### config.mk
export PLATFORM = sky130hd
export DESIGN_NAME = sswm_div
export DESIGN_NICKNAME = d
export VERILOG_FILES = /design/src/sswm_pkg.sv /design/src/sswm_div.sv
export SDC_FILE = /design/constraint.sdc
export NUM_CORES = 1
export LEC_CHECK = 0
export BUFFER_PORTS_ARGS = -buffer_cell sky130_fd_sc_hd__buf_2
export CAP_MARGIN = 20
export CORE_ASPECT_RATIO = 0.75
export CORE_MARGIN = 3
export CORE_UTILIZATION = 34
export CTS_CLUSTER_SIZE = 8
export DETAILED_ROUTE_END_ITERATION = 16
export GPL_TIMING_DRIVEN = 0
export PLACE_DENSITY_LB_ADDON = 0.12
export SLEW_MARGIN = 20
export SYNTH_ARGS = -nofsm -noshare
export SYNTH_HDL_FRONTEND = slang
export SYNTH_SLANG_ARGS = --single-unit
### constraint.sdc
create_clock -name clk_i -period 11.3 [get_ports clk_i]
set_clock_uncertainty 0.05 [all_clocks]
set_input_delay 1.695 -clock clk_i [delete_from_list [all_inputs] [get_ports clk_i]]
set_output_delay 1.695 -clock clk_i [all_outputs]
set_load 0.005 [all_outputs]
### src/sswm_pkg.sv
// ----------------------------------------------------------------------------
// Skid-steer wheel speed mapper package
// Shared payload types, opcodes, register indexes and state encodings.
// ----------------------------------------------------------------------------
package sswm_pkg;

  typedef enum logic [1:0] {
    OP_VEL  = 2'd0,
    OP_LIN  = 2'd1,
    OP_ANG  = 2'd2,
    OP_NONE = 2'd3
  } op_e;

  typedef enum logic [1:0] {
    ST_OK  = 2'd0,
    ST_SAT = 2'd1,
    ST_RAD = 2'd2,
    ST_RSV = 2'd3
  } status_e;

  localparam logic [2:0] REG_BYPASS  = 3'd0;
  localparam logic [2:0] REG_TIMEOUT = 3'd1;
  localparam logic [2:0] REG_SEP     = 3'd2;
  localparam logic [2:0] REG_RADIUS  = 3'd3;
  localparam logic [2:0] REG_LTERMS  = 3'd4;
  localparam logic [2:0] REG_ATERMS  = 3'd5;

  typedef struct packed {
    logic [1:0]         op;
    logic signed [31:0] linear_velocity;
    logic signed [31:0] angular_velocity;
    logic [15:0]        command_age_ms;
    logic [2:0]         coef_index;
    logic signed [31:0] coef_value;
  } in_item_t;

  typedef struct packed {
    logic signed [31:0] left_wheel_speed;
    logic signed [31:0] right_wheel_speed;
    logic [1:0]         status;
    logic               timed_out;
  } out_item_t;

  typedef enum logic [3:0] {
    S_IDLE,
    S_LOAD,
    S_HMUL,
    S_HADD,
    S_KPREP,
    S_KMUL,
    S_KSUM,
    S_DIV,
    S_DFIN,
    S_OUT
  } state_e;

  // Divider status seen by the sequencer
  typedef struct packed {
    logic busy;
  } div_ctl_t;

endpackage

### src/sswm_div.sv
// ----------------------------------------------------------------------------
// Skid-steer wheel speed mapper divider
// Unsigned restoring divider, one quotient bit per cycle.
// ----------------------------------------------------------------------------
module sswm_div (
  input  logic        clk_i,
  input  logic        rst_ni,
  input  logic        start_i,
  input  logic [63:0] dividend_i,
  input  logic [32:0] divisor_i,
  output sswm_pkg::div_ctl_t ctl_o,
  output logic [63:0] quot_o
);

  logic [6:0]  cnt_q, cnt_d;
  logic [63:0] quot_q, quot_d;
  logic [32:0] rem_q, rem_d;
  logic [33:0] trial;

  assign trial = {rem_q, quot_q[63]};

  // Shift one dividend bit in and try a subtract
  always_comb begin
    cnt_d  = cnt_q;
    quot_d = quot_q;
    rem_d  = rem_q;
    if (start_i) begin
      cnt_d  = 7'd64;
      quot_d = dividend_i;
      rem_d  = '0;
    end else if (cnt_q != 7'd0) begin
      cnt_d = cnt_q - 7'd1;
      if (trial >= {1'b0, divisor_i}) begin
        rem_d  = 33'(trial - {1'b0, divisor_i});
        quot_d = {quot_q[62:0], 1'b1};
      end else begin
        rem_d  = trial[32:0];
        quot_d = {quot_q[62:0], 1'b0};
      end
    end
  end

  always_ff @(posedge clk_i or negedge rst_ni) begin
    if (!rst_ni) begin
      cnt_q <= '0;
    end else begin
      cnt_q <= cnt_d;
    end
  end

  always_ff @(posedge clk_i) begin
    quot_q <= quot_d;
    rem_q  <= rem_d;
  end

  assign ctl_o.busy  = (cnt_q != 7'd0);
  assign quot_o      = quot_q;

endmodule

==> run metrics <==
Critical path destination rem_q[6]$_SDFFE_PP0P_; Routed Antenna Nets 0; Hold Slack 0.4405 ns; fin area 0.008055 mm²; Initial Utilization 35.20%; maximum net fanout on the critical path 10; r2r endpoint rem_q[6]$_SDFFE_PP0P_; final WL 18.86 mm; Slew HR 51.74%; Top Ports 165; number of synthesized register bits 104; Setup crit start kind primary input; setup bufs post-CTS 0; hold bufs inserted after CTS 0; HP Start cnt_q[6]$_DFFE_PN0P_; pwr dens 230.9 mW/mm²; final hold vios 0; Worst Reg-to-Reg Cells 13; fin crit share 38.59%; area post-placement 0.007766 mm²; register area share after synthesis 41.73%; largest net degree at the start of global routing 37; Worst Hold Class register to register; Clock Path Buffers 2; CP Capture Type register; top_reg_cell synth edfxtp_1; number of DRC markers in iteration 0 372; dpl ws 6.593 ns; drt pass-1 iters 5; latest clock arrival within the worst-skew pair 0.34 ns; Comb pwr share 50.7%; CTS resizes 0; Psw 0.7841 mW; Synth Warn # 0; status finished clean; Reg power frac 32.9%; ant diodes 0; clk slew on worst S/H paths 0.07 ns; TritonCTS buffer count 9; layout cells sized above 1 32.16%; gr usage total 17.46%; Clock Sinks 104; Syn Inst Count 674; post-synthesis cell area 0.006609 mm²; IO buf count 164; switching part of the total 42.16%; Tmin final 4.361 ns; Netlist cell types 60; Post-DP HPWL 14.95 mm; worst path required time 11.50 ns; Die W 167.0 µm; CORE AREA 0.01878 mm²; Fin Setup TNS 0 ns; power consumption 1.860 mW; Syn-to-layout area delta 21.89%; Setup crit start divisor_i[0]; arrival time worst endpoint 4.57 ns; Die Area 0.02116 mm²; routed length per placed instance 17.12 µm; FFs w/ async S/R, synth 6.731%; initial antenna violation count 0; clock group share of total power 16.5%; vias in the first global route 5595; first-pass GRT wire length 30.22 mm; DR vias 5712; setup violators final 0; Mapped Nets 809; drt drc 0; EDFF count, synth 64; DIE HEIGHT 126.7 µm; critical path type primary input to register; unrepaired setup endpoints after global routing false; gp weighted congestion 0.8475; Lkg Pwr 3.674 nW; Slew Viols, Final 0; Achievable Freq 229.3 MHz; Mapped Avg Cell Area 9.805 µm²; R2R setup slack 7.87 ns; TritonCTS clock tree done; Max Cap Violations 0; vias per cell 5.183; Peak VDD IR 0.09221 mV; Root Buffer clkbuf_16; H-tree depth 3; row count 43; worst-margin pin slew 0.7195 ns; grt ovf 0; RR Startpoint quot_o[63]$_DFFE_PP_; nets@finish 985; Final Worst Setup Slack 6.939 ns; internal power 1.076 mW
layout by cell type (no fill, tap or decap), drive strengths merged, types with 10 or more instances in the layout:
| cell type | n |
|---|---|
| xor2 | 13 |
| edfxtp | 64 |
| nand2 | 44 |
| a211oi | 27 |
| dfxtp | 33 |
| o21ai | 30 |
| nor2 | 64 |
| clkbuf | 31 |
| a21o | 15 |
| a21oi | 57 |
| xnor2 | 16 |
| ha | 34 |
| o211ai | 10 |
| mux2 | 64 |
| inv | 50 |
| buf | 182 |
synthesized netlist by cell type (4+ instances only):
master	count	area [µm²]
edfxtp_1	64	1922
mux2i_1	6	60.06
dfxtp_1	33	660.6
nand2_1	44	165.2
o21a_1	4	30.03
xnor2_1	16	140.1
nor2_1	64	240.2
ha_1	34	425.4
o211a_1	9	90.09
nor2b_1	4	25.02
mux2_2	64	720.7
o211ai_1	10	75.07
o21ai_1	15	75.07
nand3_1	9	45.04
a31oi_1	5	31.28
inv_1	46	172.7
nor3_1	6	30.03
a21oi_1	57	285.3
o21ai_0	15	75.07
nand2b_1	8	50.05
nand4_1	8	50.05
clkbuf_1	22	82.58
or3_1	4	25.02
buf_2	16	80.08
xor2_1	13	113.9
a21o_1	15	112.6
and3_1	5	31.28
dfrtp_1	7	175.2
a211oi_1	24	180.2
metrics by stage:
| step | std cells | util [%] |
|---|---|---|
| floorplan | 674 | - |
| global placement | 1085 | 41.21 |
| detailed placement | 1086 | 41.36 |
| CTS | 1102 | 42.90 |
| global route | 1102 | 42.90 |
| finish | 1102 | 42.90 |
critical path: stages:
cell	delay, ns
buf_2	0.08
ha_1	0.16
inv_1	0.06
fa_1	0.40
a21o_1	0.23
a22o_1	0.19
nor4_2	0.36
o31ai_2	0.15
nor3_2	0.38
buf_6	0.23
buf_2	0.27
a21oi_1	0.11
a211oi_1	0.25
cell type report:
type	instances	area, µm²
Multi-Input combinational cell	484	3508
Buffer	39	173.9
Inverter	47	176.4
Sequential cell	104	2758
Fill cell	1860	10720
Timing Repair Buffer	165	840.8
Clock buffer	9	225.2
Tap cell	247	309.0
Clock inverter	7	63.81
worst min path at each step:
stage / cells after the start / slack (ns) / endpoint
after floorplan: 2 / 0.40 / cnt_q[6]$_DFFE_PN0P_
after global placement: 2 / 0.41 / cnt_q[6]$_DFFE_PN0P_
after detailed placement: 2 / 0.42 / cnt_q[6]$_DFFE_PN0P_
after CTS: 2 / 0.44 / cnt_q[6]$_DFFE_PN0P_
after global routing: 2 / 0.49 / rem_q[21]$_SDFFE_PP0P_
final: 2 / 0.44 / cnt_q[6]$_DFFE_PN0P_
metal layers:
metal / part of all wire (%) / up-vias / track usage (%)
met5: 0 / - / 0
met4: 0.81 / 0 / 2.716
met3: 4.7 / 17 / 2.523
met2: 45 / 149 / 27.10
met1: 50 / 2731 / 26.34
li1: - / 2815 / -
kinds of logic (layout without fill, tap and decap cells):
group                    after synthesis  in the layout  share of synthesized area, %
flip-flops                           104            104                         41.73
AND/OR/NAND/NOR                      170            170                         12.50
multiplexers                          70             70                         11.81
XOR/XNOR                              29             29                         3.843
adder cells (fa/ha/maj)               35             35                         6.740
buffers and inverters                 86            267                         5.301
AO/OA/AOI/OAI                        180            180                         18.08
power groups by stage:
stage | sequential, mW | clock [mW] | combinational, mW
after floorplan | 0.598 | 0 | 0.673
after global placement | 0.614 | 0 | 0.923
after detailed placement | 0.618 | 0 | 0.932
after CTS | 0.610 | 0.314 | 0.939
after global routing | 0.627 | 0.329 | 1.05
final | 0.611 | 0.306 | 0.943
flip-flops by register name, indices dropped and copies added (netlist names):
register,cells
rem_q,33
quot_o,64
cnt_q,7
Note: power is estimated with default switching activity, not from simulation.
